<file path="config.mk">
export PLATFORM = sky130hd
export DESIGN_NAME = ppdm_cfg_regs
export DESIGN_NICKNAME = d
export VERILOG_FILES = /design/src/rtl/core/ppdm_pkg.sv /design/src/rtl/core/ppdm_cfg_regs.sv
export SDC_FILE = /design/constraint.sdc
export NUM_CORES = 1
export LEC_CHECK = 0
export ABC_AREA = 0
export BUFFER_PORTS_ARGS = -buffer_cell sky130_fd_sc_hd__buf_2
export CAP_MARGIN = 15
export CELL_PAD_IN_SITES_DETAIL_PLACEMENT = 0
export CELL_PAD_IN_SITES_GLOBAL_PLACEMENT = 1
export CORE_MARGIN = 4
export CORE_UTILIZATION = 37
export DETAILED_ROUTE_END_ITERATION = 7
export PLACE_DENSITY = 0.72
export SETUP_SLACK_MARGIN = 0.2
export SYNTH_ARGS = -nofsm -noshare
export SYNTH_HDL_FRONTEND = slang
export SYNTH_SLANG_ARGS = --single-unit
</file>
<file path="constraint.sdc">
create_clock -name clk -period 0.8 [get_ports clk]
set_clock_uncertainty 0.15 [all_clocks]
set_input_delay 0.16 -clock clk [delete_from_list [all_inputs] [get_ports clk]]
set_output_delay 0.16 -clock clk [all_outputs]
set_load 0.01 [all_outputs]
</file>
<file path="src/rtl/core/ppdm_pkg.sv">
// types, constants and helpers shared by the position pd loop blocks
// no dependencies
package ppdm_pkg;

	localparam logic signed [31:0] S32_LOW  = 32'sh8000_0000;
	localparam logic signed [31:0] S32_HIGH = 32'sh7FFF_FFFF;

	// configuration register indexes
	localparam logic [2:0] REG_POSITION_GAIN        = 3'd0;
	localparam logic [2:0] REG_DAMPING_GAIN         = 3'd1;
	localparam logic [2:0] REG_TRACKING_SPEED_LIMIT = 3'd2;
	localparam logic [2:0] REG_SETTLE_TOLERANCE     = 3'd3;
	localparam logic [2:0] REG_SETTLE_SPEED_LIMIT   = 3'd4;
	localparam logic [2:0] REG_SETTLE_TICKS         = 3'd5;
	localparam logic [2:0] REG_ERROR_MARGIN         = 3'd6;
	localparam logic [2:0] REG_ERROR_TIMEOUT_TICKS  = 3'd7;

	// fault codes
	localparam logic [1:0] FAULT_NONE       = 2'd0;
	localparam logic [1:0] FAULT_SPEED_LOOP = 2'd1;
	localparam logic [1:0] FAULT_POS_ERROR  = 2'd2;

	// divide by 1000 through two exact reciprocal multiplies
	localparam int          DIV_DEN = 1000;
	localparam logic [31:0] DIV_R1  = 32'd2199023256;  // ceil(2^41 / 1000)
	localparam int          DIV_K1  = 41;
	localparam logic [26:0] DIV_R2  = 27'd68719477;    // ceil(2^36 / 1000)
	localparam int          DIV_K2  = 36;

	localparam logic [15:0] CNT_MAX = 16'hFFFF;

	typedef struct packed {
		logic [15:0] position_gain;
		logic [15:0] damping_gain;
		logic [30:0] tracking_speed_limit;
		logic [30:0] settle_tolerance;
		logic [30:0] settle_speed_limit;
		logic [15:0] settle_ticks;
		logic [30:0] error_margin;
		logic [15:0] error_timeout_ticks;
	} cfg_t;

	typedef struct packed {
		logic signed [31:0] measured_position;
		logic signed [31:0] measured_speed;
		logic signed [31:0] reference_position;
		logic signed [31:0] reference_speed;
		logic signed [31:0] target_position;
		logic               external_mode;
		logic               trajectory_done;
		logic               new_command;
		logic               speed_loop_ok;
	} in_item_t;

	// front end results, third stage
	typedef struct packed {
		logic signed [31:0] err;
		logic [30:0]        abs_err;
		logic [30:0]        abs_ferr;
		logic [30:0]        abs_speed;
		logic signed [48:0] p;
		logic [46:0]        dm;
		logic               neg;
		logic signed [31:0] ref_speed;
		logic               ext;
		logic               done;
		logic               newcmd;
		logic               spdok;
	} front_t;

	typedef struct packed {
		logic       run;
		logic       reached;
		logic [1:0] fault;
	} mon_stat_t;

	// side information that travels with a beat through the command stages
	typedef struct packed {
		logic signed [31:0] err;
		logic signed [48:0] p;
		logic               neg;
		logic signed [31:0] ref_speed;
		logic               ext;
		mon_stat_t          stat;
	} tag_t;

	function automatic logic signed [31:0] sat_diff(input logic signed [31:0] a,
			input logic signed [31:0] b);
		logic signed [32:0] d;
		d = {a[31], a} - {b[31], b};
		if (d[32] != d[31]) begin
			return d[32] ? S32_LOW : S32_HIGH;
		end
		return d[31:0];
	endfunction

	// most negative value maps to the largest positive one
	function automatic logic [30:0] abs32(input logic signed [31:0] v);
		logic [31:0] n;
		n = -v;
		if (v == S32_LOW) begin
			return 31'h7FFF_FFFF;
		end
		return v[31] ? n[30:0] : v[30:0];
	endfunction

endpackage

</file>
<file path="src/rtl/core/ppdm_cfg_regs.sv">
// configuration register file for the position pd loop
// depends on ppdm_pkg
module ppdm_cfg_regs (
	input  logic          clk,
	input  logic          arst_n,
	input  logic          cfg_write,
	input  logic [2:0]    cfg_index,
	input  logic [30:0]   cfg_data,
	output ppdm_pkg::cfg_t cfg
);

	ppdm_pkg::cfg_t cfg_q;

	always_ff @(posedge clk or negedge arst_n) begin
		if (!arst_n) begin
			cfg_q.position_gain        <= 16'd1;
			cfg_q.damping_gain         <= 16'd0;
			cfg_q.tracking_speed_limit <= 31'd1;
			cfg_q.settle_tolerance     <= 31'd0;
			cfg_q.settle_speed_limit   <= 31'd0;
			cfg_q.settle_ticks         <= 16'd1;
			cfg_q.error_margin         <= 31'd1;
			cfg_q.error_timeout_ticks  <= 16'd1;
		end else if (cfg_write) begin
			unique case (cfg_index)
				ppdm_pkg::REG_POSITION_GAIN:        cfg_q.position_gain <= cfg_data[15:0];
				ppdm_pkg::REG_DAMPING_GAIN:         cfg_q.damping_gain <= cfg_data[15:0];
				ppdm_pkg::REG_TRACKING_SPEED_LIMIT: cfg_q.tracking_speed_limit <= cfg_data;
				ppdm_pkg::REG_SETTLE_TOLERANCE:     cfg_q.settle_tolerance <= cfg_data;
				ppdm_pkg::REG_SETTLE_SPEED_LIMIT:   cfg_q.settle_speed_limit <= cfg_data;
				ppdm_pkg::REG_SETTLE_TICKS:         cfg_q.settle_ticks <= cfg_data[15:0];
				ppdm_pkg::REG_ERROR_MARGIN:         cfg_q.error_margin <= cfg_data;
				ppdm_pkg::REG_ERROR_TIMEOUT_TICKS:  cfg_q.error_timeout_ticks <= cfg_data[15:0];
				default: ;
			endcase
		end
	end

	assign cfg = cfg_q;

endmodule

</file>
==> results.ini <==
[run_status]
status = finished with violations
violations = hold timing, setup timing

[floorplan]
die_area_um2 = 21510
core_um2 = 18830
initial_utilization = 0.3779
rows = 50
die_width_um = 146.7
ioPinCount = 225
die_h_um = 146.7

[place]
placed_area_um2 = 9112
routabilityCongestion = 0.7388
place_ws_ns = -0.7304
hpwl_mm = 12.96
dp.cells = 895
io_buffers = 224

[pwr]
switching_share = 0.2711
pwr_density_cell_nw_per_um2 = 2702
p_int_uw = 24190
max-vdd-ir-drop_uv = 1550
seqPwrFrac = 0.396
power.leakage_uw = 0.006280
clkPwrFrac = 0.281
combPwrFrac = 0.323
power_switching_uw = 8995

[logic_synthesis]
ys_seq_area_frac = 0.6620
synth.distinct_cells = 14
syn_area_per_cell_um2 = 17.57
syn_area_um2 = 7116
synth_nets = 442
ys_warn_count = 0
syn_inst = 405
ys_ff_latch = 188

[setup_path]
crit-reg2reg-launch = cfg[187]
crit_type = flop to output pin
cp_top_family = flip-flops
worstPathArrival_ns = 1.08
slowest_delay_ns = 0.55
startpoint = cfg[125]
slowest_stage = dfstp_2
worstPathRequired_ns = 0.49
start_kind = flop
crit_path_end_kind = output pin
path_cells = buf_6
crit_fanout = 2
cp_num_buf_inv = 1

[sta]
timing.final.crit_share = 1.735
hold_viol_final = 373
drv_slew = 0
tightest_slew_ns = 0.2420
period_needed_ns = 1.388
worst_slack_ns = -0.5883
rsz0062_at_grt = true
finalSetupTns_ns = -135.25
setup_viol = 376
slew_headroom = 0.8387
whs_ns = -0.5713
fmax_mhz = 720.3

[finish]
antennaDiodeCount = 0
post-route-cell-area_um2 = 12280
most-common-layout-cells = mux2_4 (185), dfrtp_1 (183), buf_2 (147), buf_6 (141), buf_4 (46)
areaGrowthSynthToFinish_pct = 72.60
nets = 819
layout_commonest_cell = mux2_4
drive_gt1_frac = 0.7657
final_cells = 1054
largest_reg_flops = 188
final.fill_count = 1303

[cts]
cts.htree.levels = 4
clk_latency_ns = 0.42
root_buffer = clkbuf_16
cts_sinks = 188
cts_tree = done
numCtsBuffers = 17
clk_pin_slew_ns = 0.07
clockBufferDepth = 2

[drt]
routed_wl_mm = 23.18
first_pass_iters = 4
dr.first_iter.drc_count = 145
num_vias = 4952
wl_per_cell_um = 21.99
drtAntennaViolNets = 0
drcViolationCount = 0
vias_per_cell = 4.698

[grt]
grt_first_pass_wirelength_mm = 33.78
first_global_vias = 5330
grt_max_degree = 41
grt_usage = 0.2064
antenna_found_initial = 0
overflow = 0

[flow_run]
maxCapViolations = 0

[hold_path]
hold_path.class = input port to asynchronous set/reset pin

## power by group through the flow
stage / Combinational (µW) / Clock [µW] / Sequential (µW)
after detailed placement: 6880 / 0 / 12900
after CTS: 9200 / 9420 / 13000
after floorplan: 2590 / 0 / 13800
after global routing: 11300 / 9860 / 13400
after global placement: 6780 / 0 / 12900
final: 10700 / 9320 / 13100
## layer usage
layer	vias up	share of wire	GRT usage
met5	-	0	0
met4	0	0.011	0.05315
met1	2568	0.43	0.2690
met2	171	0.48	0.3300
li1	2195	-	-
met3	18	0.077	0.07325
## synthesized netlist by cell type
cell	instances	area share
and4bb_2	2	0.0035
and4bb_4	1	0.0023
buf_2	16	0.011
buf_6	4	0.0063
buf_8	1	0.0021
dfrtp_1	183	0.64
dfstp_2	5	0.018
mux2_1	4	0.0063
mux2_2	174	0.28
mux2_4	10	0.021
nand4_2	1	0.0018
nand4b_1	2	0.0025
nand4b_2	1	0.0021
nor4b_4	1	0.0033
## metrics by stage
| step | util | power, µW | hold slack, ns |
|---|---|---|---|
| floorplan | - | 16430 | -0.2856 |
| global placement | 0.4839 | 19640 | -0.1143 |
| detailed placement | 0.4839 | 19810 | -0.1185 |
| CTS | 0.6080 | 31580 | -0.5796 |
| global route | 0.6522 | 34560 | -0.5804 |
| finish | 0.6522 | 33190 | -0.5713 |
## logic make-up after synthesis
group,Yosys count,synth area share
and+or+nand+nor,8,0.01547
buffers and inverters,21,0.01969
muxes,188,0.3028
DFF,188,0.6620
## area by class of cell
type | count | area (µm²) | area share
clock buffer | 18 | 429.2 | 0.03494
tap | 260 | 325.3 | 0.02649
multi-input combinational | 196 | 2947 | 0.2399
clock inverter | 13 | 212.7 | 0.01732
sequential | 188 | 4711 | 0.3836
timing repair buffer | 379 | 3657 | 0.2978
## worst paths after layout
check / endpoint / slack (ns) / depth (start not counted)
min in group clk: cfg[88] / -0.14 / 2
worst min register to register: cfg[32] / 0.35 / 1
worst max-delay path: cfg[125] / -0.59 / 1
worst max register to register: cfg[187] / -0.37 / 3
max in group asynchronous: cfg[125] / 0.55 / 2
worst min-delay path: cfg[96] / -0.57 / 1
## repair_timing
action,CTS,global route
gates resized for setup,187,99
setup buffers,62,51
endpoints found under the hold margin,376,368
pin swaps,5,2
endpoints found under the setup margin,376,376
gates cloned,14,1
Note: power is estimated with default switching activity, not from simulation.
