**src/rtl/core/ppdm_pkg.sv**
```systemverilog
// types, constants and helpers shared by the position pd loop blocks
// no dependencies
package ppdm_pkg;

	localparam logic signed [31:0] S32_LOW  = 32'sh8000_0000;
	localparam logic signed [31:0] S32_HIGH = 32'sh7FFF_FFFF;

	// configuration register indexes
	localparam logic [2:0] REG_POSITION_GAIN        = 3'd0;
	localparam logic [2:0] REG_DAMPING_GAIN         = 3'd1;
	localparam logic [2:0] REG_TRACKING_SPEED_LIMIT = 3'd2;
	localparam logic [2:0] REG_SETTLE_TOLERANCE     = 3'd3;
	localparam logic [2:0] REG_SETTLE_SPEED_LIMIT   = 3'd4;
	localparam logic [2:0] REG_SETTLE_TICKS         = 3'd5;
	localparam logic [2:0] REG_ERROR_MARGIN         = 3'd6;
	localparam logic [2:0] REG_ERROR_TIMEOUT_TICKS  = 3'd7;

	// fault codes
	localparam logic [1:0] FAULT_NONE       = 2'd0;
	localparam logic [1:0] FAULT_SPEED_LOOP = 2'd1;
	localparam logic [1:0] FAULT_POS_ERROR  = 2'd2;

	// divide by 1000 through two exact reciprocal multiplies
	localparam int          DIV_DEN = 1000;
	localparam logic [31:0] DIV_R1  = 32'd2199023256;  // ceil(2^41 / 1000)
	localparam int          DIV_K1  = 41;
	localparam logic [26:0] DIV_R2  = 27'd68719477;    // ceil(2^36 / 1000)
	localparam int          DIV_K2  = 36;

	localparam logic [15:0] CNT_MAX = 16'hFFFF;

	typedef struct packed {
		logic [15:0] position_gain;
		logic [15:0] damping_gain;
		logic [30:0] tracking_speed_limit;
		logic [30:0] settle_tolerance;
		logic [30:0] settle_speed_limit;
		logic [15:0] settle_ticks;
		logic [30:0] error_margin;
		logic [15:0] error_timeout_ticks;
	} cfg_t;

	typedef struct packed {
		logic signed [31:0] measured_position;
		logic signed [31:0] measured_speed;
		logic signed [31:0] reference_position;
		logic signed [31:0] reference_speed;
		logic signed [31:0] target_position;
		logic               external_mode;
		logic               trajectory_done;
		logic               new_command;
		logic               speed_loop_ok;
	} in_item_t;

	// front end results, third stage
	typedef struct packed {
		logic signed [31:0] err;
		logic [30:0]        abs_err;
		logic [30:0]        abs_ferr;
		logic [30:0]        abs_speed;
		logic signed [48:0] p;
		logic [46:0]        dm;
		logic               neg;
		logic signed [31:0] ref_speed;
		logic               ext;
		logic               done;
		logic               newcmd;
		logic               spdok;
	} front_t;

	typedef struct packed {
		logic       run;
		logic       reached;
		logic [1:0] fault;
	} mon_stat_t;

	// side information that travels with a beat through the command stages
	typedef struct packed {
		logic signed [31:0] err;
		logic signed [48:0] p;
		logic               neg;
		logic signed [31:0] ref_speed;
		logic               ext;
		mon_stat_t          stat;
	} tag_t;

	function automatic logic signed [31:0] sat_diff(input logic signed [31:0] a,
			input logic signed [31:0] b);
		logic signed [32:0] d;
		d = {a[31], a} - {b[31], b};
		if (d[32] != d[31]) begin
			return d[32] ? S32_LOW : S32_HIGH;
		end
		return d[31:0];
	endfunction

	// most negative value maps to the largest positive one
	function automatic logic [30:0] abs32(input logic signed [31:0] v);
		logic [31:0] n;
		n = -v;
		if (v == S32_LOW) begin
			return 31'h7FFF_FFFF;
		end
		return v[31] ? n[30:0] : v[30:0];
	endfunction

endpackage

```
**src/rtl/core/ppdm_damp_div.sv**
```systemverilog
// damping term magnitude divided by 1000, truncated
// depends on ppdm_pkg; split as (hi*2^16 + lo) with two exact reciprocal multiplies
module ppdm_damp_div (
	input  logic        clk,
	input  logic        adv,
	input  logic [46:0] dm_s3,
	output logic [37:0] q_s6
);

	logic [30:0] a;
	logic [62:0] prod1;

	logic [62:0] prod1_s4;
	logic [30:0] a_s4;
	logic [15:0] b_s4;

	logic [21:0] qa;
	logic [30:0] qa_x;
	logic [30:0] ra_full;
	logic [25:0] t;

	logic [21:0] qa_s5;
	logic [25:0] t_s5;

	logic [52:0] prod2;
	logic [52:0] prod2_s6;
	logic [21:0] qa_s6;

	assign a     = dm_s3[46:16];
	assign prod1 = 63'(a) * 63'(ppdm_pkg::DIV_R1);

	always_ff @(posedge clk) begin
		if (adv) begin
			prod1_s4 <= prod1;
			a_s4     <= a;
			b_s4     <= dm_s3[15:0];
		end
	end

	// quotient of the high part, and its remainder carried into the low part
	assign qa      = prod1_s4[62:ppdm_pkg::DIV_K1];
	assign qa_x    = 31'(qa) * 31'(ppdm_pkg::DIV_DEN);
	assign ra_full = a_s4 - qa_x;
	assign t       = {ra_full[9:0], b_s4};

	always_ff @(posedge clk) begin
		if (adv) begin
			qa_s5 <= qa;
			t_s5  <= t;
		end
	end

	assign prod2 = 53'(t_s5) * 53'(ppdm_pkg::DIV_R2);

	always_ff @(posedge clk) begin
		if (adv) begin
			prod2_s6 <= prod2;
			qa_s6    <= qa_s5;
		end
	end

	// low quotient stays below 2^16, so the two parts simply concatenate
	assign q_s6 = {qa_s6, prod2_s6[ppdm_pkg::DIV_K2+15:ppdm_pkg::DIV_K2]};

endmodule

```
**config.mk**
```make
export PLATFORM = sky130hd
export DESIGN_NAME = ppdm_damp_div
export DESIGN_NICKNAME = d
export VERILOG_FILES = /design/src/rtl/core/ppdm_pkg.sv /design/src/rtl/core/ppdm_damp_div.sv
export SDC_FILE = /design/constraint.sdc
export NUM_CORES = 2
export LEC_CHECK = 0
export CAP_MARGIN = 20
export CORE_UTILIZATION = 55
export CTS_CLUSTER_SIZE = 12
export DETAILED_ROUTE_END_ITERATION = 10
export DONT_BUFFER_PORTS = 1
export PLACE_DENSITY = 0.78
export SLEW_MARGIN = 20
export SYNTH_ARGS = -nofsm -noshare
export SYNTH_HDL_FRONTEND = slang
export SYNTH_SLANG_ARGS = --single-unit
```
**constraint.sdc**
```tcl
create_clock -name clk -period 9.2 [get_ports clk]
set_input_delay 1.84 -clock clk [delete_from_list [all_inputs] [get_ports clk]]
set_output_delay 1.84 -clock clk [all_outputs]
set_load 0.02 [all_outputs]
```
==> impl_metrics.json <==
{
  "pin_count": 87,
  "clockBufferDepth": 2,
  "viasPerCell": 5.403,
  "synth_warnings": 0,
  "first_iter_violations": 991,
  "num-fill-cells": 4268,
  "vias": 18320,
  "grt-ovfl-total": 0,
  "synthTopCellsByArea": "fa_1 35%, ha_1 29%, edfxtp_1 14%, inv_1 12%, a21oi_1 1.4%",
  "cts_hold_buf": 0,
  "synth_seq_area_share": 0.1400,
  "fin_crit_ps": 8459,
  "finalHoldViolations": 0,
  "rows": 83,
  "crit_fanout": 12,
  "clk_latency_ps": 440,
  "grt_max_degree": 135,
  "fin_tns_setup_ps": 0,
  "final_cell_mix": "944 x inv_1, 665 x ha_1, 503 x fa_1",
  "routedWlPerCell_um": 19.62,
  "numPortBuffers": 0,
  "gp_congestion": 0.9846,
  "hold_class": "flip-flop to flip-flop",
  "die_w_um": 230.6,
  "cp-start-kind": "primary input",
  "drc_errors": 0,
  "synth_async_sr_flop_share": 0,
  "syn_inst": 2679,
  "final_common_cell": "inv_1",
  "max_slew.worst_pin.slew_ps": 806.6,
  "cts_tree": "built",
  "synth-edff-count": 134,
  "chipHeight_um": 230.6,
  "syn_area_per_cell_um2": 10.73,
  "grt_pass1_wl_mm": 105.9,
  "crit_required_ps": 9390,
  "slew_headroom": 0.4623,
  "core-area_um2": 51510,
  "ys_seq_elements": 134,
  "path_class": "primary input to flip-flop",
  "wirelength_mm": 66.52,
  "dp_hpwl_mm": 58.29,
  "setup_violations": 0,
  "track_usage": 0.2638,
  "initial_core_util": 0.5581,
  "cts_setup_buffers": 0,
  "area_growth_syn_to_layout_pct": 5.132,
  "numCtsBuffers": 17,
  "status": "finished clean",
  "multiInputGateArea_um2": 21170,
  "postRouteAntennaNets": 0,
  "synth_area_leader_cell": "fa_1",
  "path_clk_slew_ps": 70,
  "antenna_found_initial": 0,
  "post-route-util": 0.5867,
  "die-area_um2": 53180,
  "fin_skew_ps": 8.800,
  "period_share": 0.9195,
  "cts-resized-gates": 0,
  "fmax_mhz": 118.2,
  "cts_root_buf": "clkbuf_16",
  "cts-htree-levels": 4,
  "worstSetupEndpointType": "flip-flop",
  "synth_cell_type_count": 58,
  "nets": 3914,
  "diodes": 0,
  "synthesis.area_um2": 28750,
  "cts_num_sinks": 134,
  "drive_gt1_frac": 0.01624,
  "synth_nets": 3896,
  "grt_pass1_vias": 20590,
  "arrival_ps": 8650,
  "dr.pass1.iters": 5,
  "ys.flop_type": "edfxtp_1",
  "rsz0062_at_grt": "no",
  "seqCellArea_um2": 4024,
  "final_max_slew_viol_count": 0,
  "synth_top_area_share": 0.3503,
  "max-cap-violations": 0
}
## registers in the layout (all words and copies together) (netlist names)
name	cells
t_s5	26
qa_s5	22
prod1_s4	22
qa_s6	22
b_s4	16
a_s4	10
prod2_s6	16
## final cells by class
cell class / instances / area share
clock buffer: 17 / 0.01408
clock inverter: 15 / 0.006583
inverter: 944 / 0.1173
multi-input combinational: 1599 / 0.7005
sequential: 134 / 0.1332
tap: 680 / 0.02815
timing repair buffer: 1 / 0.0002484
## worst max-delay path: stages
cell and delay, ps:
ha_1 320, fa_1 400, fa_1 480, inv_1 50
fa_1 470, inv_1 50, fa_1 500, inv_1 60
fa_1 520, inv_1 50, fa_1 480, inv_1 60
fa_1 480, inv_1 40, ha_1 340, a21oi_1 190
o21ai_0 140, a2111oi_0 390, a211oi_1 210, a2111oi_4 410
o31ai_4 190, a21boi_0 400, o21bai_1 180, a31oi_1 280
xnor2_1 110
## Yosys cell counts, types with 10 or more instances
master    number
inv_1        944
ha_1         665
fa_1         503
edfxtp_1     134
a21oi_1       80
a21o_1        46
o21ai_0       38
xnor2_1       34
nand2_1       30
nor2_1        28
nand4_1       17
xor2_1        16
nand3_1       14
nor3_1        12
and3_1        10
nor2b_1       10
o21bai_1      10
## worst paths after layout
| kind | endpoint | cells past startpoint | from | slack [ps] |
|---|---|---|---|---|
| worst max register to register | prod2_s6[50] | 23 | t_s5[15] | 1650 |
| worst max-delay path | prod1_s4[57] | 25 | dm_s3[23] | 740 |
| worst min-delay path | t_s5[4] | 0 | b_s4[4] | 420 |
| worst min register to register | t_s5[4] | 0 | b_s4[4] | 420 |
## layer usage
metal | global-route usage | vias to the layer above | part of all wire | routed length [um]
li1 | - | 8378 | - | -
met1 | 0.3135 | 9261 | 0.39 | 25960
met2 | 0.4694 | 527 | 0.51 | 33940
met3 | 0.03977 | 149 | 0.050 | 3344
met4 | 0.1213 | 0 | 0.049 | 3276
met5 | 0 | - | 0 | 0
## per-stage QoR
stage          area [um^2]  hold WS, ps  cells  setup slack [ps]
5_1_grt              30220        423.0   3390             477.5
4_1_cts              30220        415.3   3390             786.9
3_3_place_gp         29600        401.8   3358             440.4
6_report             30220        415.7   3390             740.8
2_1_floorplan        28750        400.3   2679             869.5
3_5_place_dp         29600        404.5   3358             310.1
## cell families (layout without fill, tap and decap cells)
logic type / Yosys count / in the layout / synth area share
and+or+nand+nor: 144 / 144 / 0.02573
adders and majority gates: 1168 / 1168 / 0.6398
buffers and inverters: 946 / 977 / 0.1235
xor gates and xnor gates: 50 / 50 / 0.01523
DFF: 134 / 134 / 0.1400
AOI/OAI and AO/OA: 237 / 237 / 0.05576
Power is not shown: default switching activity piles up to over one toggle a cycle in this logic, so the estimate is an artifact.
