**src/rtl/core/ppdm_pkg.sv**
```systemverilog
// types, constants and helpers shared by the position pd loop blocks
// no dependencies
package ppdm_pkg;

	localparam logic signed [31:0] S32_LOW  = 32'sh8000_0000;
	localparam logic signed [31:0] S32_HIGH = 32'sh7FFF_FFFF;

	// configuration register indexes
	localparam logic [2:0] REG_POSITION_GAIN        = 3'd0;
	localparam logic [2:0] REG_DAMPING_GAIN         = 3'd1;
	localparam logic [2:0] REG_TRACKING_SPEED_LIMIT = 3'd2;
	localparam logic [2:0] REG_SETTLE_TOLERANCE     = 3'd3;
	localparam logic [2:0] REG_SETTLE_SPEED_LIMIT   = 3'd4;
	localparam logic [2:0] REG_SETTLE_TICKS         = 3'd5;
	localparam logic [2:0] REG_ERROR_MARGIN         = 3'd6;
	localparam logic [2:0] REG_ERROR_TIMEOUT_TICKS  = 3'd7;

	// fault codes
	localparam logic [1:0] FAULT_NONE       = 2'd0;
	localparam logic [1:0] FAULT_SPEED_LOOP = 2'd1;
	localparam logic [1:0] FAULT_POS_ERROR  = 2'd2;

	// divide by 1000 through two exact reciprocal multiplies
	localparam int          DIV_DEN = 1000;
	localparam logic [31:0] DIV_R1  = 32'd2199023256;  // ceil(2^41 / 1000)
	localparam int          DIV_K1  = 41;
	localparam logic [26:0] DIV_R2  = 27'd68719477;    // ceil(2^36 / 1000)
	localparam int          DIV_K2  = 36;

	localparam logic [15:0] CNT_MAX = 16'hFFFF;

	typedef struct packed {
		logic [15:0] position_gain;
		logic [15:0] damping_gain;
		logic [30:0] tracking_speed_limit;
		logic [30:0] settle_tolerance;
		logic [30:0] settle_speed_limit;
		logic [15:0] settle_ticks;
		logic [30:0] error_margin;
		logic [15:0] error_timeout_ticks;
	} cfg_t;

	typedef struct packed {
		logic signed [31:0] measured_position;
		logic signed [31:0] measured_speed;
		logic signed [31:0] reference_position;
		logic signed [31:0] reference_speed;
		logic signed [31:0] target_position;
		logic               external_mode;
		logic               trajectory_done;
		logic               new_command;
		logic               speed_loop_ok;
	} in_item_t;

	// front end results, third stage
	typedef struct packed {
		logic signed [31:0] err;
		logic [30:0]        abs_err;
		logic [30:0]        abs_ferr;
		logic [30:0]        abs_speed;
		logic signed [48:0] p;
		logic [46:0]        dm;
		logic               neg;
		logic signed [31:0] ref_speed;
		logic               ext;
		logic               done;
		logic               newcmd;
		logic               spdok;
	} front_t;

	typedef struct packed {
		logic       run;
		logic       reached;
		logic [1:0] fault;
	} mon_stat_t;

	// side information that travels with a beat through the command stages
	typedef struct packed {
		logic signed [31:0] err;
		logic signed [48:0] p;
		logic               neg;
		logic signed [31:0] ref_speed;
		logic               ext;
		mon_stat_t          stat;
	} tag_t;

	function automatic logic signed [31:0] sat_diff(input logic signed [31:0] a,
			input logic signed [31:0] b);
		logic signed [32:0] d;
		d = {a[31], a} - {b[31], b};
		if (d[32] != d[31]) begin
			return d[32] ? S32_LOW : S32_HIGH;
		end
		return d[31:0];
	endfunction

	// most negative value maps to the largest positive one
	function automatic logic [30:0] abs32(input logic signed [31:0] v);
		logic [31:0] n;
		n = -v;
		if (v == S32_LOW) begin
			return 31'h7FFF_FFFF;
		end
		return v[31] ? n[30:0] : v[30:0];
	endfunction

endpackage

```
**src/rtl/core/ppdm_front.sv**
```systemverilog
// front end: saturated errors, magnitudes and the two gain multiplies
// depends on ppdm_pkg; two stages behind the input register
module ppdm_front (
	input  logic               clk,
	input  logic               adv,
	input  ppdm_pkg::in_item_t item_s1,
	input  logic [15:0]        position_gain,
	input  logic [15:0]        damping_gain,
	output ppdm_pkg::front_t   front_s3
);

	logic signed [31:0] err_s2;
	logic signed [31:0] ferr_s2;
	logic signed [31:0] speed_s2;
	logic [31:0]        mag_s2;
	logic signed [31:0] ref_speed_s2;
	logic               ext_s2;
	logic               done_s2;
	logic               newcmd_s2;
	logic               spdok_s2;

	logic [31:0]        neg_speed;
	logic signed [48:0] p_full;
	logic [47:0]        dm_full;

	ppdm_pkg::front_t   front_q_s3;

	// true magnitude of the speed; the most negative value gives 2^31
	assign neg_speed = -item_s1.measured_speed;

	always_ff @(posedge clk) begin
		if (adv) begin
			err_s2       <= ppdm_pkg::sat_diff(item_s1.reference_position,
				item_s1.measured_position);
			ferr_s2      <= ppdm_pkg::sat_diff(item_s1.target_position,
				item_s1.measured_position);
			speed_s2     <= item_s1.measured_speed;
			mag_s2       <= item_s1.measured_speed[31] ? neg_speed : item_s1.measured_speed;
			ref_speed_s2 <= item_s1.reference_speed;
			ext_s2       <= item_s1.external_mode;
			done_s2      <= item_s1.trajectory_done;
			newcmd_s2    <= item_s1.new_command;
			spdok_s2     <= item_s1.speed_loop_ok;
		end
	end

	assign p_full  = 49'($signed({1'b0, position_gain})) * 49'(err_s2);
	assign dm_full = {32'b0, damping_gain} * {16'b0, mag_s2};

	always_ff @(posedge clk) begin
		if (adv) begin
			front_q_s3.err       <= err_s2;
			front_q_s3.abs_err   <= ppdm_pkg::abs32(err_s2);
			front_q_s3.abs_ferr  <= ppdm_pkg::abs32(ferr_s2);
			front_q_s3.abs_speed <= ppdm_pkg::abs32(speed_s2);
			front_q_s3.p         <= p_full;
			front_q_s3.dm        <= dm_full[46:0];
			front_q_s3.neg       <= speed_s2[31];
			front_q_s3.ref_speed <= ref_speed_s2;
			front_q_s3.ext       <= ext_s2;
			front_q_s3.done      <= done_s2;
			front_q_s3.newcmd    <= newcmd_s2;
			front_q_s3.spdok     <= spdok_s2;
		end
	end

	assign front_s3 = front_q_s3;

endmodule

```
**config.mk**
```make
export PLATFORM = sky130hd
export DESIGN_NAME = ppdm_front
export DESIGN_NICKNAME = d
export VERILOG_FILES = /design/src/rtl/core/ppdm_pkg.sv /design/src/rtl/core/ppdm_front.sv
export SDC_FILE = /design/constraint.sdc
export NUM_CORES = 2
export LEC_CHECK = 0
export BUFFER_PORTS_ARGS = -buffer_cell sky130_fd_sc_hd__buf_2
export CAP_MARGIN = 20
export CORE_ASPECT_RATIO = 1.2
export CORE_MARGIN = 5
export CORE_UTILIZATION = 25
export DETAILED_ROUTE_END_ITERATION = 10
export PLACE_DENSITY = 0.38
export SLEW_MARGIN = 20
export SYNTH_ARGS = -nofsm -noshare
export SYNTH_HDL_FRONTEND = slang
export SYNTH_SLANG_ARGS = --single-unit
```
**constraint.sdc**
```tcl
create_clock -name clk -period 7.5 [get_ports clk]
set_input_delay 1.5 -clock clk [delete_from_list [all_inputs] [get_ports clk]]
set_output_delay 1.5 -clock clk [all_outputs]
set_load 0.01 [all_outputs]
```
==> impl_results.md <==
- Worst Setup Start Kind: primary input
- Final Skew: 0.0593 ns
- Most frequent cells in the layout: inv_1 (1,050), fa_1 (908), nand2_1 (827)
- Area Growth Syn to Fin: 20.4%
- Footprint of the multi-input gates: 35,500 um2
- M3 GR Usage: 2.49%
- Die area: 221,000 um2
- Clk root buf: clkbuf_16
- Via/cell ratio: 4.31
- Gate count after technology mapping: 5,314
- Total global routing overflow: 0
- Status: finished, final reports clean
- TritonCTS Sinks: 421
- Site Rows: 185
- Ys Warns: 0
- Synth async-reset ratio: 0%
- Crit path required time: 7.95 ns
- GPL Wtd Cong: 0.836
- Reg clk slew, reported paths: 0.06 ns
- Worst path arrival time: 7.72 ns
- Post-synthesis cell area: 53,000 um2
- Worst Hold Class: register to register
- Skew-Pair Late Insertion Delay: 0.72 ns
- CTS Buf Count: 57
- Antenna viol nets, final: 0
- Commonest non-fill, non-tap cell in the layout: inv_1
- Share of cells above drive strength 1: 17.4%
- DR vias: 38,400
- Gr usage total: 16.1%
- Met2 usage: 29.0%
- First-pass GRT wire length: 270 mm
- Vias in the first global route: 42,400
- Average size of a mapped cell: 9.97 um2
- Top_reg_cell synth: edfxtp_1
- TritonCTS clock tree: built
- Tcrit/Tclk final: 96.9%
- Minimum clock period: 7.27 ns
- Synth cell types: 73
- Setup violators final: 0
- Max Slew Vio Count: 0
- Net Count, Synth: 6,721
- Maximum fanout along the worst path: 8
- Clk buf depth: 3
- Hpwl dp: 148 mm
- CP Class: primary input to register
- Sequential cell area: 12,600 um2
- H-tree depth: 2
- Die height: 514 um
- Slew HR: 31.7%
- Port-buffer cells: 455
- Fin. Hold Viols: 0
- Largest net degree at the start of global routing: 144
- Post-synth EDFFs: 421
- Initial antenna violation count: 38
- Endpoint class of the critical path: register
- Total wire length: 178 mm
- Met1 GRT Util: 19.7%
- Register area share after synthesis: 23.9%
- WL/cell: 20.0 um
- Max cap viols: 0
- DRC viols: 0
- Ports: 456
- DRT iter0 DRCs: 1,658
- GRT Max-Usage Layer: met2
- Die width: 430 um
- Worst Tran Pin Value: 1.02 ns
- Setup_tns: 0 ns
- Post-layout nets: 7,457
- Core Box Area: 211,000 um2
- Synthesized flop and latch total: 421
- Fmax: 0.138 GHz
- Initial Util: 25.1%
- Fillers: 22,400
- Pre-Repair DR Iteration Count: 7
- RSZ-0062 raised after global routing: false
stage by stage:
step | util [%] | area (um2) | hold slack, ns | cells | worst slack, ns
floorplan | - | 53000 | 0.400 | 5314 | 0.00256
detailed placement | 29.1 | 61500 | 0.405 | 8789 | -1.17
global placement | 29.1 | 61500 | 0.401 | 8789 | -1.12
CTS | 30.1 | 63500 | 0.417 | 8896 | 0.0000639
global route | 30.2 | 63700 | 0.422 | 8910 | 0.00467
finish | 30.2 | 63800 | 0.414 | 8921 | 0.229
worst paths after layout:
| path | from | endpoint | slack [ns] | depth (start not counted) |
|---|---|---|---|---|
| setup reg to reg | err_s2[10]$_DFFE_PP_ | front_s3[132]$_DFFE_PP_ | 0.28 | 24 |
| hold / removal | ref_speed_s2[18]$_DFFE_PP_ | front_s3[22]$_DFFE_PP_ | 0.41 | 0 |
| setup / recovery | position_gain[8] | front_s3[132]$_DFFE_PP_ | 0.23 | 25 |
| hold reg to reg | ref_speed_s2[18]$_DFFE_PP_ | front_s3[22]$_DFFE_PP_ | 0.41 | 0 |
metal layers:
metal	wire length (um)	vias up
met1	73900	19600
met5	78	-
met2	91200	644
met3	7160	201
met4	6040	12
li1	-	18000
worst max-delay path: stages:
cell,delay (ns)
buf_2,0.17
buf_12,0.15
nand2_1,0.08
fa_1,0.58
inv_1,0.05
fa_1,0.49
fa_1,0.61
fa_1,0.47
fa_1,0.50
inv_1,0.05
fa_1,0.49
inv_1,0.06
ha_1,0.29
and3_1,0.20
and3_1,0.22
buf_4,0.15
a221o_1,0.35
o21ai_1,0.15
buf_4,0.14
nand3_1,0.14
a211oi_1,0.24
buf_4,0.17
o21ai_1,0.13
nor4_1,0.26
nor3_1,0.08
cell usage after synthesis (4+ instances only):
library cell | count | area, um2
nand4_1 | 17 | 106
o21ai_1 | 5 | 25.0
o311ai_0 | 4 | 35.0
a211o_1 | 6 | 52.6
o21ai_0 | 133 | 666
or4_1 | 11 | 82.6
o31ai_1 | 39 | 293
maj3_1 | 10 | 100
and2_1 | 401 | 2510
nor4_1 | 10 | 62.6
o211ai_1 | 5 | 37.5
a211oi_1 | 18 | 135
o31a_1 | 4 | 35.0
o21bai_1 | 14 | 105
or2_2 | 8 | 50.1
o21a_1 | 25 | 188
nand3_1 | 32 | 160
nor3_1 | 28 | 140
a31oi_1 | 13 | 81.3
clkbuf_1 | 230 | 863
buf_6 | 5 | 56.3
inv_1 | 1050 | 3940
nor2b_1 | 17 | 106
o41ai_1 | 16 | 140
or3_1 | 22 | 138
edfxtp_1 | 421 | 12600
nand2b_1 | 31 | 194
ha_1 | 301 | 3770
a41oi_1 | 4 | 35.0
a21o_1 | 107 | 803
a21oi_1 | 165 | 826
nor2_1 | 78 | 293
or4_4 | 6 | 67.6
and3_1 | 25 | 156
fa_1 | 908 | 18200
nand2_1 | 827 | 3100
xnor2_1 | 139 | 1220
xor2_1 | 120 | 1050
buf_2 | 5 | 25.0
logic make-up after synthesis:
group                      share of synthesized area, %
and+or+nand+nor                                    14.0
buffers and inverters                              9.25
adders and majority gates                          41.6
AOI/OAI and AO/OA                                  7.00
DFF                                                23.9
xor gates and xnor gates                           4.28
muxes                                            0.0189
sequential cells by signal, indices dropped and copies added (netlist names), 31 cells and up:
register and count:
ref_speed_s2 32, ferr_s2 32, err_s2 32, speed_s2 32, front_s3 258, mag_s2 31
cell type report:
type | count | share of cell area [%]
flip-flops and latches | 421 | 19.8
repair buffers | 920 | 9.57
diodes | 18 | 0.0706
inverters | 1051 | 6.19
clock inverters | 45 | 0.879
clock buffers | 62 | 2.30
well taps | 2805 | 5.50
multi-input cells | 3599 | 55.7
timing repair:
item | 4_1_cts | 5_1_grt
resized for setup | 6 | 27
setup buffers | 0 | 7
pin swaps | 0 | 3
endpoints found under the hold margin | 0 | 0
hold buffers | 0 | 0
endpoints found under the setup margin | 9 | 19
Power is left out: the tool's default activity adds up to more than one toggle a clock period on the data nets, which glitch-free logic cannot reach.
