File: src/rtl/core/ppdm_pkg.sv
// types, constants and helpers shared by the position pd loop blocks
// no dependencies
package ppdm_pkg;

	localparam logic signed [31:0] S32_LOW  = 32'sh8000_0000;
	localparam logic signed [31:0] S32_HIGH = 32'sh7FFF_FFFF;

	// configuration register indexes
	localparam logic [2:0] REG_POSITION_GAIN        = 3'd0;
	localparam logic [2:0] REG_DAMPING_GAIN         = 3'd1;
	localparam logic [2:0] REG_TRACKING_SPEED_LIMIT = 3'd2;
	localparam logic [2:0] REG_SETTLE_TOLERANCE     = 3'd3;
	localparam logic [2:0] REG_SETTLE_SPEED_LIMIT   = 3'd4;
	localparam logic [2:0] REG_SETTLE_TICKS         = 3'd5;
	localparam logic [2:0] REG_ERROR_MARGIN         = 3'd6;
	localparam logic [2:0] REG_ERROR_TIMEOUT_TICKS  = 3'd7;

	// fault codes
	localparam logic [1:0] FAULT_NONE       = 2'd0;
	localparam logic [1:0] FAULT_SPEED_LOOP = 2'd1;
	localparam logic [1:0] FAULT_POS_ERROR  = 2'd2;

	// divide by 1000 through two exact reciprocal multiplies
	localparam int          DIV_DEN = 1000;
	localparam logic [31:0] DIV_R1  = 32'd2199023256;  // ceil(2^41 / 1000)
	localparam int          DIV_K1  = 41;
	localparam logic [26:0] DIV_R2  = 27'd68719477;    // ceil(2^36 / 1000)
	localparam int          DIV_K2  = 36;

	localparam logic [15:0] CNT_MAX = 16'hFFFF;

	typedef struct packed {
		logic [15:0] position_gain;
		logic [15:0] damping_gain;
		logic [30:0] tracking_speed_limit;
		logic [30:0] settle_tolerance;
		logic [30:0] settle_speed_limit;
		logic [15:0] settle_ticks;
		logic [30:0] error_margin;
		logic [15:0] error_timeout_ticks;
	} cfg_t;

	typedef struct packed {
		logic signed [31:0] measured_position;
		logic signed [31:0] measured_speed;
		logic signed [31:0] reference_position;
		logic signed [31:0] reference_speed;
		logic signed [31:0] target_position;
		logic               external_mode;
		logic               trajectory_done;
		logic               new_command;
		logic               speed_loop_ok;
	} in_item_t;

	// front end results, third stage
	typedef struct packed {
		logic signed [31:0] err;
		logic [30:0]        abs_err;
		logic [30:0]        abs_ferr;
		logic [30:0]        abs_speed;
		logic signed [48:0] p;
		logic [46:0]        dm;
		logic               neg;
		logic signed [31:0] ref_speed;
		logic               ext;
		logic               done;
		logic               newcmd;
		logic               spdok;
	} front_t;

	typedef struct packed {
		logic       run;
		logic       reached;
		logic [1:0] fault;
	} mon_stat_t;

	// side information that travels with a beat through the command stages
	typedef struct packed {
		logic signed [31:0] err;
		logic signed [48:0] p;
		logic               neg;
		logic signed [31:0] ref_speed;
		logic               ext;
		mon_stat_t          stat;
	} tag_t;

	function automatic logic signed [31:0] sat_diff(input logic signed [31:0] a,
			input logic signed [31:0] b);
		logic signed [32:0] d;
		d = {a[31], a} - {b[31], b};
		if (d[32] != d[31]) begin
			return d[32] ? S32_LOW : S32_HIGH;
		end
		return d[31:0];
	endfunction

	// most negative value maps to the largest positive one
	function automatic logic [30:0] abs32(input logic signed [31:0] v);
		logic [31:0] n;
		n = -v;
		if (v == S32_LOW) begin
			return 31'h7FFF_FFFF;
		end
		return v[31] ? n[30:0] : v[30:0];
	endfunction

endpackage

File: src/rtl/core/ppdm_cmd.sv
// speed command: pd sum, external-mode sign block, feedforward and clamp
// depends on ppdm_pkg; inputs arrive from the sixth, seventh and eighth stages
module ppdm_cmd (
	input  logic               clk,
	input  logic               adv,
	input  ppdm_pkg::tag_t     tag_s6,
	input  logic [37:0]        q_s6,
	input  ppdm_pkg::tag_t     tag_s7,
	input  ppdm_pkg::tag_t     tag_s8,
	input  logic [30:0]        limit,
	output logic signed [31:0] speed_command
);

	logic signed [48:0] q_ext;
	logic signed [48:0] cmd0;
	logic signed [48:0] cmd0_s7;

	logic               err_pos;
	logic               err_neg;
	logic               cmd_pos;
	logic               cmd_neg;
	logic signed [49:0] cmd1;
	logic signed [49:0] cmd1_s8;

	logic signed [49:0] lim_pos;
	logic signed [49:0] lim_neg;
	logic signed [49:0] clamped;

	assign q_ext = $signed({11'b0, q_s6});
	// subtracting the signed damping term is an add or subtract of its magnitude
	assign cmd0  = tag_s6.neg ? (tag_s6.p + q_ext) : (tag_s6.p - q_ext);

	always_ff @(posedge clk) begin
		if (adv) begin
			cmd0_s7 <= cmd0;
		end
	end

	assign err_pos = !tag_s7.err[31] && (tag_s7.err != 32'sd0);
	assign err_neg = tag_s7.err[31];
	assign cmd_pos = !cmd0_s7[48] && (cmd0_s7 != 49'sd0);
	assign cmd_neg = cmd0_s7[48];

	always_comb begin
		if (tag_s7.ext) begin
			if ((err_pos && cmd_neg) || (err_neg && cmd_pos)) begin
				cmd1 = '0;
			end else begin
				cmd1 = 50'(cmd0_s7);
			end
		end else begin
			cmd1 = 50'(cmd0_s7) + 50'(tag_s7.ref_speed);
		end
	end

	always_ff @(posedge clk) begin
		if (adv) begin
			cmd1_s8 <= cmd1;
		end
	end

	assign lim_pos = $signed({19'b0, limit});
	assign lim_neg = -lim_pos;

	always_comb begin
		if (cmd1_s8 > lim_pos) begin
			clamped = lim_pos;
		end else if (cmd1_s8 < lim_neg) begin
			clamped = lim_neg;
		end else begin
			clamped = cmd1_s8;
		end
	end

	assign speed_command = tag_s8.stat.run ? clamped[31:0] : 32'sd0;

endmodule

File: config.mk
export PLATFORM = sky130hd
export DESIGN_NAME = ppdm_cmd
export DESIGN_NICKNAME = d
export VERILOG_FILES = /design/src/rtl/core/ppdm_pkg.sv /design/src/rtl/core/ppdm_cmd.sv
export SDC_FILE = /design/constraint.sdc
export NUM_CORES = 1
export LEC_CHECK = 0
export ABC_CLOCK_PERIOD_IN_PS = 4600
export BUFFER_PORTS_ARGS = -buffer_cell sky130_fd_sc_hd__buf_2
export CORE_MARGIN = 5
export CORE_UTILIZATION = 45
export DETAILED_ROUTE_END_ITERATION = 6
export PLACE_DENSITY_LB_ADDON = 0.08
export SYNTH_ARGS = -nofsm -noshare
export SYNTH_HDL_FRONTEND = slang
export SYNTH_SLANG_ARGS = --single-unit
File: constraint.sdc
create_clock -name clk -period 4.6 [get_ports clk]
set_input_delay 0.23 -clock clk [delete_from_list [all_inputs] [get_ports clk]]
set_output_delay 0.23 -clock clk [all_outputs]
set_load 0.005 [all_outputs]
==> flow_summary.toml, run 1 <==
[logic_synthesis]
synth_cell_type_count = 82
ys.flop_type = "edfxtp_1"
yosys-top-cells-area = "edfxtp_1 (22%), ha_1 (17%), xnor2_1 (5.9%)"
syn-num-nets = 2270
synth-edff-count = 99
netlist_area_um2 = 13490
yosysTopAreaCell = "edfxtp_1"
postSynthAreaPerCell_um2 = 8.123
yosysSeqAreaShare = 0.2203
async_reset_ff_frac = 0
yosys_warnings = 0
synth_top_area_share = 0.2203
synth_seq_cells = 99
syn_inst = 1661

[clock_tree]
root_buffer = "clkbuf_16"
clk_latency_ns = 0.34
cts_buffers = 9
hold_buffers = 0
clk_pin_slew_ns = 0.06
htreeDepth = 3
tritoncts = "yes"
clockBufferDepth = 2
clock_sinks = 99

[detailed_routing]
drt_iter0_drc = 679
viasPerCell = 5.744
num_vias = 13480
finalWirelength_um = 40180
drtAntennaViolNets = 0
drc = 0
wl_per_cell_um = 17.12
first_pass_iters = 7

[worst_setup_path]
crit_required_ns = 4.37
worstReg2RegEnd = "cmd1_s8[46]"
cp.arrival_ns = 4.41
cpLargestDelayFamily = "simple AND/OR/NAND/NOR gates"
path_buf_inv = 6
cp_max_fo = 8
critical_path_class = "input port to primary output"
worstSetupEndpointType = "primary output"
worstReg2RegStart = "cmd0_s7[0]"
r2r_slack_ns = 1.03
worstPathCellList = "buf_8 > or4_4 > nor3_4 > nand3_2 > nor2b_2 > nand2_2 > or3_4 > nor3_2 > buf_4 > ha_1 > a21o_1 > a21o_1 > a21oi_2 > o21a_1 > o31ai_4 > a211oi_4 > xnor2_4 > buf_12 > clkbuf_16 > buf_4 > a41oi_2 > o211ai_1 > buf_2"
cp-start-kind = "input port"
reg2reg_depth = 11
max_stage_delay_ns = 0.56
crit_slowest_cell = "or4_4"

[pwr]
power_density_nw_per_um2 = 296.8
power.total_mw = 4.916
clock_power_share = 0.148
leakage_nw = 7.474
p_int_mw = 2.905
power.share.sequential = 0.302
pwr-share-comb = 0.550
p_sw_mw = 2.011
vdd_drop_max_mv = 0.1862
switching_share = 0.4091

[worst_hold_path]
min_from = "tag_s6[38]"
min_delay_path_depth = 2
hp-class = "input port to flop"
min_to = "cmd0_s7[0]"

[cells_and_area]
final_area_um2 = 16560
synthToLayoutAreaGrowth_pct = 22.76
drive_gt1_frac = 0.2367
multi_input_area_um2 = 10330
nets = 2561
final_util = 0.5589
ff_latch_area_um2 = 2973
fillCellCount = 2831
fin_cells = 2347

[timing]
worst_pin_slew_ns = 0.7907
timing.hold.ws_ns = 0.1976
period_share = 1.009
fmax_ghz = 0.2154
slew_headroom = 0.4709
rsz0062_at_grt = "yes"
slew_viol_final = 0
clock_skew_ns = 0.008509
fin_ws_ns = -0.04357
setup_viol = 19
hold_violations = 0
fin_setup_tns_ns = -0.4369
fin_crit_ns = 4.644

[global_routing]
grt_pass1_vias = 12790
grt_max_degree = 52
grt-ovfl-total = 0
grtUsageTotal = 0.2295
grt_pass1_wl_um = 64060
antenna_found_initial = 7

[floorplanning]
rows = 63
die_w_um = 183.2
pin_count = 460
dieHeight_um = 183.2
die-area_um2 = 33550
initial_core_util = 0.4553
core-area_um2 = 29640

[placed_design]
hpwl_um = 33140
dp_slack_ns = -0.4958
placed_cells = 2310
portBuffers = 218
placed_area_um2 = 15610
gp_congestion = 0.9435

[outcome]
status = "finished, violations left"
failed_checks = "negative setup slack"

[job]
cap_violations = 0
## placed cells by master (no fill, tap or decap), types with 49 or more instances in the layout
master      n
a21o_1     82
a21oi_1   152
buf_2     215
buf_4     111
edfxtp_1   99
ha_1      174
inv_1      86
nand2_1   164
nand4_1    49
nor2_1    103
o21ai_0    90
xnor2_1    88
xor2_1     61
## registers in the layout, summed over array words and instances (netlist names)
signal / count
cmd1_s8: 50
cmd0_s7: 49
## metal layers
layer  routed length, µm  vias up  track usage
met5                  86        -            0
met4                1068       12      0.07509
met2               17880      412       0.3618
met1               18880     6179       0.3290
li1                    -     6817            -
met3                2273       60      0.02598
## synthesized netlist by cell type, types with 3 or more instances
cell / n
a2111oi_0: 3
a211o_1: 8
a211oi_1: 13
a21boi_0: 4
a21o_1: 82
a21oi_1: 154
a221o_1: 3
a31oi_1: 17
a32o_1: 3
a41oi_1: 11
and2_1: 17
and3_1: 12
and4_1: 4
buf_1: 5
buf_2: 7
buf_6: 4
clkbuf_1: 47
edfxtp_1: 99
ha_1: 179
inv_1: 87
mux2_2: 15
mux2_4: 8
mux2i_1: 5
nand2_1: 166
nand2b_1: 8
nand3_1: 45
nand4_1: 49
nor2_1: 105
nor2b_1: 4
nor3_1: 46
nor3_2: 3
nor4_1: 38
nor4b_1: 9
o211ai_1: 26
o21a_1: 13
o21ai_0: 98
o21ai_1: 17
o21bai_1: 15
o311ai_0: 6
o31ai_1: 10
o41ai_1: 4
or3_1: 8
or4_1: 3
xnor2_1: 91
xor2_1: 61
## power groups by stage
stage	Sequential [mW]	Combinational (mW)	Clock, mW
finish	1.48	2.71	0.726
detailed placement	1.49	2.58	0
floorplan	1.40	1.87	0
CTS	1.48	2.63	0.744
global route	1.50	3.03	0.784
global placement	1.50	2.55	0
## worst max path at each step
stage / endpoint / cells after the start / from
2_1_floorplan: speed_command[28] / 21 / limit[1]
3_3_place_gp: speed_command[20] / 23 / limit[1]
3_5_place_dp: speed_command[20] / 23 / limit[11]
4_1_cts: speed_command[4] / 22 / limit[11]
5_1_grt: speed_command[15] / 23 / limit[11]
6_report: speed_command[15] / 23 / limit[11]
## layout make-up
type | instances | share of cell area
inverter | 89 | 0.02017
antenna | 1 | 0.0001511
sequential | 99 | 0.1795
tap | 390 | 0.02946
clock inverter | 6 | 0.003928
timing repair buffer | 344 | 0.1298
multi-input combinational | 1409 | 0.6234
clock buffer | 9 | 0.01360
## worst reg2reg max path, cell delays in order (launching register included)
cell,delay (ns)
edfxtp_1,0.42
ha_1,0.22
inv_1,0.06
fa_1,0.39
nand2b_1,0.20
a21o_1,0.22
a21oi_1,0.17
o21ai_0,0.18
a21oi_1,0.43
a21boi_0,0.26
a32o_1,0.30
o311ai_0,0.45
## cells by family (layout without fill, tap and decap cells)
logic type	after synthesis	after routing	share of synthesized area
AND/OR/NAND/NOR	528	528	0.1914
AO/OA/AOI/OAI	519	519	0.2486
adder cells (fa/ha/maj)	181	181	0.1690
XOR/XNOR	153	153	0.09987
buffers and inverters	153	448	0.04572
flip-flops	99	99	0.2203
multiplexers	28	28	0.02513
other	0	1	0
## timing repair
item	in CTS	in global routing
setup endpoints to repair	32	33
resized for setup	54	54
setup buffers	12	9
pin swaps	17	29
gates cloned	1	1
Power figures use the tool's default switching activity.
==> run 2, diff against run 1 <==
- ABC_AREA: not set -> 1
- CORE_ASPECT_RATIO: not set -> 0.5
==> run 2 against run 1 <==
Net effect:
- the flow now finishes without violations
- design area increased by 7.2%
- register-to-register slack improved by 0.52 ns
- flip-flop and latch count unchanged
- global-route usage increased by 5.0 points
- via count increased by 29%
- critical path type unchanged
- largest power group unchanged
==> flow_summary.toml, run 2 <==
[worst_setup_path]
crit_required_ns = 4.37
critical_path_class = "input port to primary output"
cp-start-kind = "input port"
reg2reg_depth = 9
cp.arrival_ns = 3.93
r2r_slack_ns = 1.55
crit_start = "limit[1]"
worstSetupEndpointType = "primary output"
worstReg2RegStart = "cmd0_s7[7]"
cp_max_fo = 21
crit_slowest_cell = "ha_1"
max_stage_delay_ns = 0.23
crit_top_cell = "nand2_1"
worstReg2RegEnd = "cmd1_s8[21]"
crit_path_end = "speed_command[5]"

[cells_and_area]
fin_cells = 3246
top_register = "cmd1_s8"
largest_reg_flops = 50
final_util = 0.5134
reg_top3 = "cmd1_s8: 50 flops, cmd0_s7: 49 flops"
drive_gt1_frac = 0.1029
final_common_cell = "nand2_1"
num_antenna_cells = 0
nets = 3375
final_area_um2 = 17760
synthToLayoutAreaGrowth_pct = 12.29
final_cell_mix = "nand2_1 (606), nor2_1 (376), inv_1 (372), buf_2 (217), nand3_1 (199)"

[logic_synthesis]
syn_inst = 2560
ys.flop_type = "edfxtp_1"
yosys_warnings = 0
syn-num-nets = 3169
synth_top_area_share = 0.1880
yosysSeqAreaShare = 0.1880
yosys-top-cells-count = "nand2_1 (606), nor2_1 (376), inv_1 (372), nand3_1 (199), ha_1 (179)"
yosysMostFrequentCell = "nand2_1"
yosysTopAreaCell = "edfxtp_1"
postSynthAreaPerCell_um2 = 6.178
yosys-top-cells-area = "edfxtp_1 (19%), nand2_1 (14%), ha_1 (14%)"
netlist_area_um2 = 15820
async_reset_ff_frac = 0
synth_cell_type_count = 50
synth_seq_cells = 99
synth-edff-count = 99

[global_routing]
antenna_found_initial = 0
grt_pass1_wl_um = 86650
gr-usage-met1 = 0.3911
grt-ovfl-total = 0
grt_pass1_vias = 16460
use_met3 = 0.03268
busiest_layer = "met2"
grt.met2_usage = 0.4659
grtUsageTotal = 0.2795
grt_max_degree = 71

[timing]
worst_pin_slew_ns = 0.8116
fin_setup_tns_ns = 0
hold_violations = 0
slew_viol_final = 0
rsz0062_at_grt = "no"
period_share = 0.9035
clock_skew_ns = 0.007364
slew_headroom = 0.4589
fmax_ghz = 0.2406
setup_viol = 0
timing.hold.ws_ns = 0.1818
fin_crit_ns = 4.156

[clock_tree]
clk_latency_ns = 0.35
cts_buffers = 9
htreeDepth = 3
tritoncts = "yes"
clock_sinks = 99
clk_pin_slew_ns = 0.07
root_buffer = "clkbuf_16"
post_cts.repair.setup_buffers = 0
clockBufferDepth = 2

[detailed_routing]
drc = 0
num_vias = 17430
drtAntennaViolNets = 0
first_pass_iters = 6
finalWirelength_um = 56270
drt_iter0_drc = 1322
viasPerCell = 5.371
wl_per_cell_um = 17.33

[placed_design]
hpwl_um = 48110
gp_congestion = 0.9820
placed_cells = 3230
portBuffers = 218
placed_area_um2 = 17440

[worst_hold_path]
hp-class = "input port to flop"

[floorplanning]
dieHeight_um = 142.6
die_w_um = 275.1
pin_count = 460
rows = 48
initial_core_util = 0.4572
die-area_um2 = 39220
core-area_um2 = 34590

[pwr]
vdd_drop_max_mv = 0.1607
leakage_nw = 8.720
power_density_nw_per_um2 = 290.9

[job]
cap_violations = 0

[outcome]
status = "finished clean"
[run 2: layer usage]
layer  vias up  wire, µm  part of all wire
li1       8894         -                 -
met1      7830     26500              0.47
met2       636     24660              0.44
met3        74      3859             0.069
met4         0      1254             0.022
met5         -         0                 0
[run 2: cells by family after synthesis]
family	synth area share
simple gates	0.3659
buf+inv	0.1001
compound gates	0.1382
fa+ha+maj	0.1441
xor+xnor	0.06369
flops	0.1880
[run 2: cell type report]
| type | instances | area (µm²) |
|---|---|---|
| clock inverter | 6 | 70.07 |
| fill | 3795 | 16830 |
| sequential | 99 | 2973 |
| multi-input combinational | 2050 | 11280 |
| timing repair buffer | 231 | 1204 |
| clock buffer | 10 | 229.0 |
| tap | 475 | 594.3 |
| inverter | 375 | 1408 |
[run 2: how the worst min path moves through the flow]
stage / from / endpoint / slack, ns / cells after the start
after floorplan: adv / cmd0_s7[0] / 0.34 / 0
after global placement: tag_s6[38] / cmd0_s7[0] / 0.54 / 2
after detailed placement: tag_s6[38] / cmd0_s7[0] / 0.54 / 2
after CTS: tag_s6[38] / cmd0_s7[0] / 0.17 / 2
after global routing: tag_s6[38] / cmd0_s7[0] / 0.17 / 2
final: tag_s6[38] / cmd0_s7[0] / 0.18 / 2
[run 2: through the flow]
stage                     setup WS, ns  power, mW
after global placement          0.3846      4.333
after detailed placement        0.3612      4.352
after global routing           0.03256      5.586
after floorplan                  1.354      3.347
final                           0.4440      5.167
after CTS                       0.3495      5.113
[run 2: where the power goes]
part	internal [mW]	switching (mW)
logic	0.996	1.92
clock network	0.427	0.329
registers	1.26	0.233
total	2.69	2.48
[run 2: timing repair]
item,in CTS,in global routing
setup endpoints to repair,0,6
hold buffers,0,0
gates resized for setup,0,3
endpoints found under the hold margin,0,0
[run 2: worst max-delay path: cells and delay by family]
family / cells / cell delay (ns)
compound gates: 1 / 0.16
fa+ha+maj: 2 / 0.46
buf+inv: 6 / 0.67
simple gates: 21 / 2.38
==> run 3, diff against run 2 <==
- CORE_MARGIN: 5 -> not set
==> run 3 against run 2 <==
Net effect:
- clock skew down 0.0017 ns
- clock power down 1%
- final cell count about the same
- wire length fell by 4.4%
- combinational power hardly changed
- non-clock buffer count shrank 3
- total power shrank 1.0%
- flip-flop and latch count is the same
- global-route usage is 1.7 points higher
- worst hold slack better by 0.039 ns
- die area fell by 8.4%
- critical path type unchanged
- critical endpoint is now speed_command[18]
==> flow_summary.toml, run 3 (same netlist as run 2, synthesis figures left out) <==
[placed_design]
hpwl_um = 45920
gp_congestion = 0.9852
placed_area_um2 = 17420
portBuffers = 218

[timing]
fin_crit_ns = 4.288
fmax_ghz = 0.2332
period_share = 0.9322
slew_headroom = 0.3936
rsz0062_at_grt = "no"
clock_skew_ns = 0.005666
fin_setup_tns_ns = 0
slew_viol_final = 0
hold_violations = 0
setup_viol = 0
worst_pin_slew_ns = 0.9086

[detailed_routing]
first_pass_iters = 6
num_vias = 17340
finalWirelength_um = 53810
wl_per_cell_um = 16.59
drc = 0
viasPerCell = 5.345
drt_iter0_drc = 1334
drtAntennaViolNets = 0

[global_routing]
grt_max_degree = 58
grt.met2_usage = 0.4739
use_met3 = 0.01769
busiest_layer = "met2"
grt-ovfl-total = 0
antenna_found_initial = 0
grt_pass1_vias = 15880
gr-usage-met1 = 0.4294
grt_pass1_wl_um = 83310
grtUsageTotal = 0.2960

[worst_setup_path]
reg2reg_depth = 15
r2r_slack_ns = 1.57
cp-start-kind = "input port"
cp_max_fo = 24
worstReg2RegStart = "cmd0_s7[0]"
critical_path_class = "input port to primary output"
worstSetupEndpointType = "primary output"
worstReg2RegEnd = "cmd1_s8[46]"
cp.arrival_ns = 4.06
crit_required_ns = 4.37

[worst_hold_path]
min_from = "tag_s6[38]"
hp-class = "input port to flop"
min_delay_path_depth = 2
min_to = "cmd0_s7[0]"

[pwr]
leakage_nw = 8.694
power.share.sequential = 0.291
vdd_drop_max_mv = 0.1569
clock_power_share = 0.146
pwr-share-comb = 0.563
power.total_mw = 5.114
switching_share = 0.4769
p_int_mw = 2.675
p_sw_mw = 2.439
power_density_nw_per_um2 = 288.8

[cells_and_area]
top_register = "cmd1_s8"
reg_top3 = "cmd1_s8: 50 flops, cmd0_s7: 49 flops"
final_cell_mix = "nand2_1 (606), nor2_1 (376), inv_1 (372), buf_2 (217), nand3_1 (199)"
ff_latch_area_um2 = 2973
synthToLayoutAreaGrowth_pct = 11.97
num_antenna_cells = 0
drive_gt1_frac = 0.1019
multi_input_area_um2 = 11260
nets = 3372
final_common_cell = "nand2_1"
final_area_um2 = 17710
fillCellCount = 3719
largest_reg_flops = 50

[floorplanning]
dieHeight_um = 134.6
die_w_um = 267.1
rows = 48
die-area_um2 = 35940
core-area_um2 = 34530
initial_core_util = 0.4580
pin_count = 460

[clock_tree]
hold_buffers = 0
cts_buffers = 9
clk_latency_ns = 0.36
clock_sinks = 99
htreeDepth = 3
ctsResizeCount = 0
root_buffer = "clkbuf_16"
tritoncts = "yes"
clockBufferDepth = 2
post_cts.repair.setup_buffers = 0
clk_pin_slew_ns = 0.06

[outcome]
status = "finished clean"

[job]
cap_violations = 0
-- run 3: worst max-delay path: stages --
cell	delay, ns
buf_2	0.13
inv_1	0.09
ha_1	0.25
nand3_2	0.12
inv_1	0.08
nand2_1	0.07
nor2_2	0.12
nand4_1	0.13
nor2_1	0.17
nand4_1	0.16
nor3_2	0.22
nand3_2	0.24
nor2_1	0.15
ha_1	0.13
nand2_1	0.06
nor2_1	0.15
nand4_1	0.14
nor2_2	0.15
and2b_1	0.15
nand2_2	0.07
nand3_1	0.16
nand2_4	0.12
nand2_4	0.28
nor2_1	0.07
nor2_1	0.22
buf_2	0.16
-- run 3: stage by stage --
| step | instances | setup slack (ns) | util | hold WS, ns |
|---|---|---|---|---|
| 3_3_place_gp | 3227 | 0.4266 | 0.5043 | 0.5612 |
| 5_1_grt | 3243 | 0.02013 | 0.5128 | 0.2380 |
| 4_1_cts | 3243 | 0.3687 | 0.5128 | 0.2107 |
| 6_report | 3243 | 0.3121 | 0.5128 | 0.2205 |
| 2_1_floorplan | 2560 | 1.354 | - | 0.3425 |
| 3_5_place_dp | 3227 | 0.3804 | 0.5043 | 0.5701 |
-- run 3: worst max-delay path by stage --
stage / startpoint / to / slack [ns] / cells past startpoint
after CTS: limit[1] / speed_command[1] / 0.37 / 26
final: limit[1] / speed_command[18] / 0.31 / 26
after global placement: limit[1] / speed_command[1] / 0.43 / 25
after floorplan: limit[1] / speed_command[26] / 1.35 / 25
after global routing: limit[1] / speed_command[0] / 0.02 / 26
after detailed placement: limit[1] / speed_command[1] / 0.38 / 26
-- run 3: cell type report --
class                           instances  share of cell area
Multi-Input combinational cell       2050              0.6358
Timing Repair Buffer                  228             0.06670
Tap cell                              475             0.03356
Clock buffer                           10             0.01293
Clock inverter                          6            0.003603
Sequential cell                        99              0.1679
Inverter                              375             0.07949
-- run 3: power groups by stage --
stage	Sequential, mW	Clock [mW]	Combinational, mW
floorplan	1.38	0	1.97
global placement	1.50	0	2.79
detailed placement	1.50	0	2.81
CTS	1.48	0.756	2.83
global route	1.50	0.788	3.22
finish	1.49	0.747	2.88
-- run 3: layer usage --
layer / wire length [µm] / share of wire
met1: 26030 / 0.48
met4: 1364 / 0.025
met2: 23090 / 0.43
met5: 0 / 0
met3: 3325 / 0.062
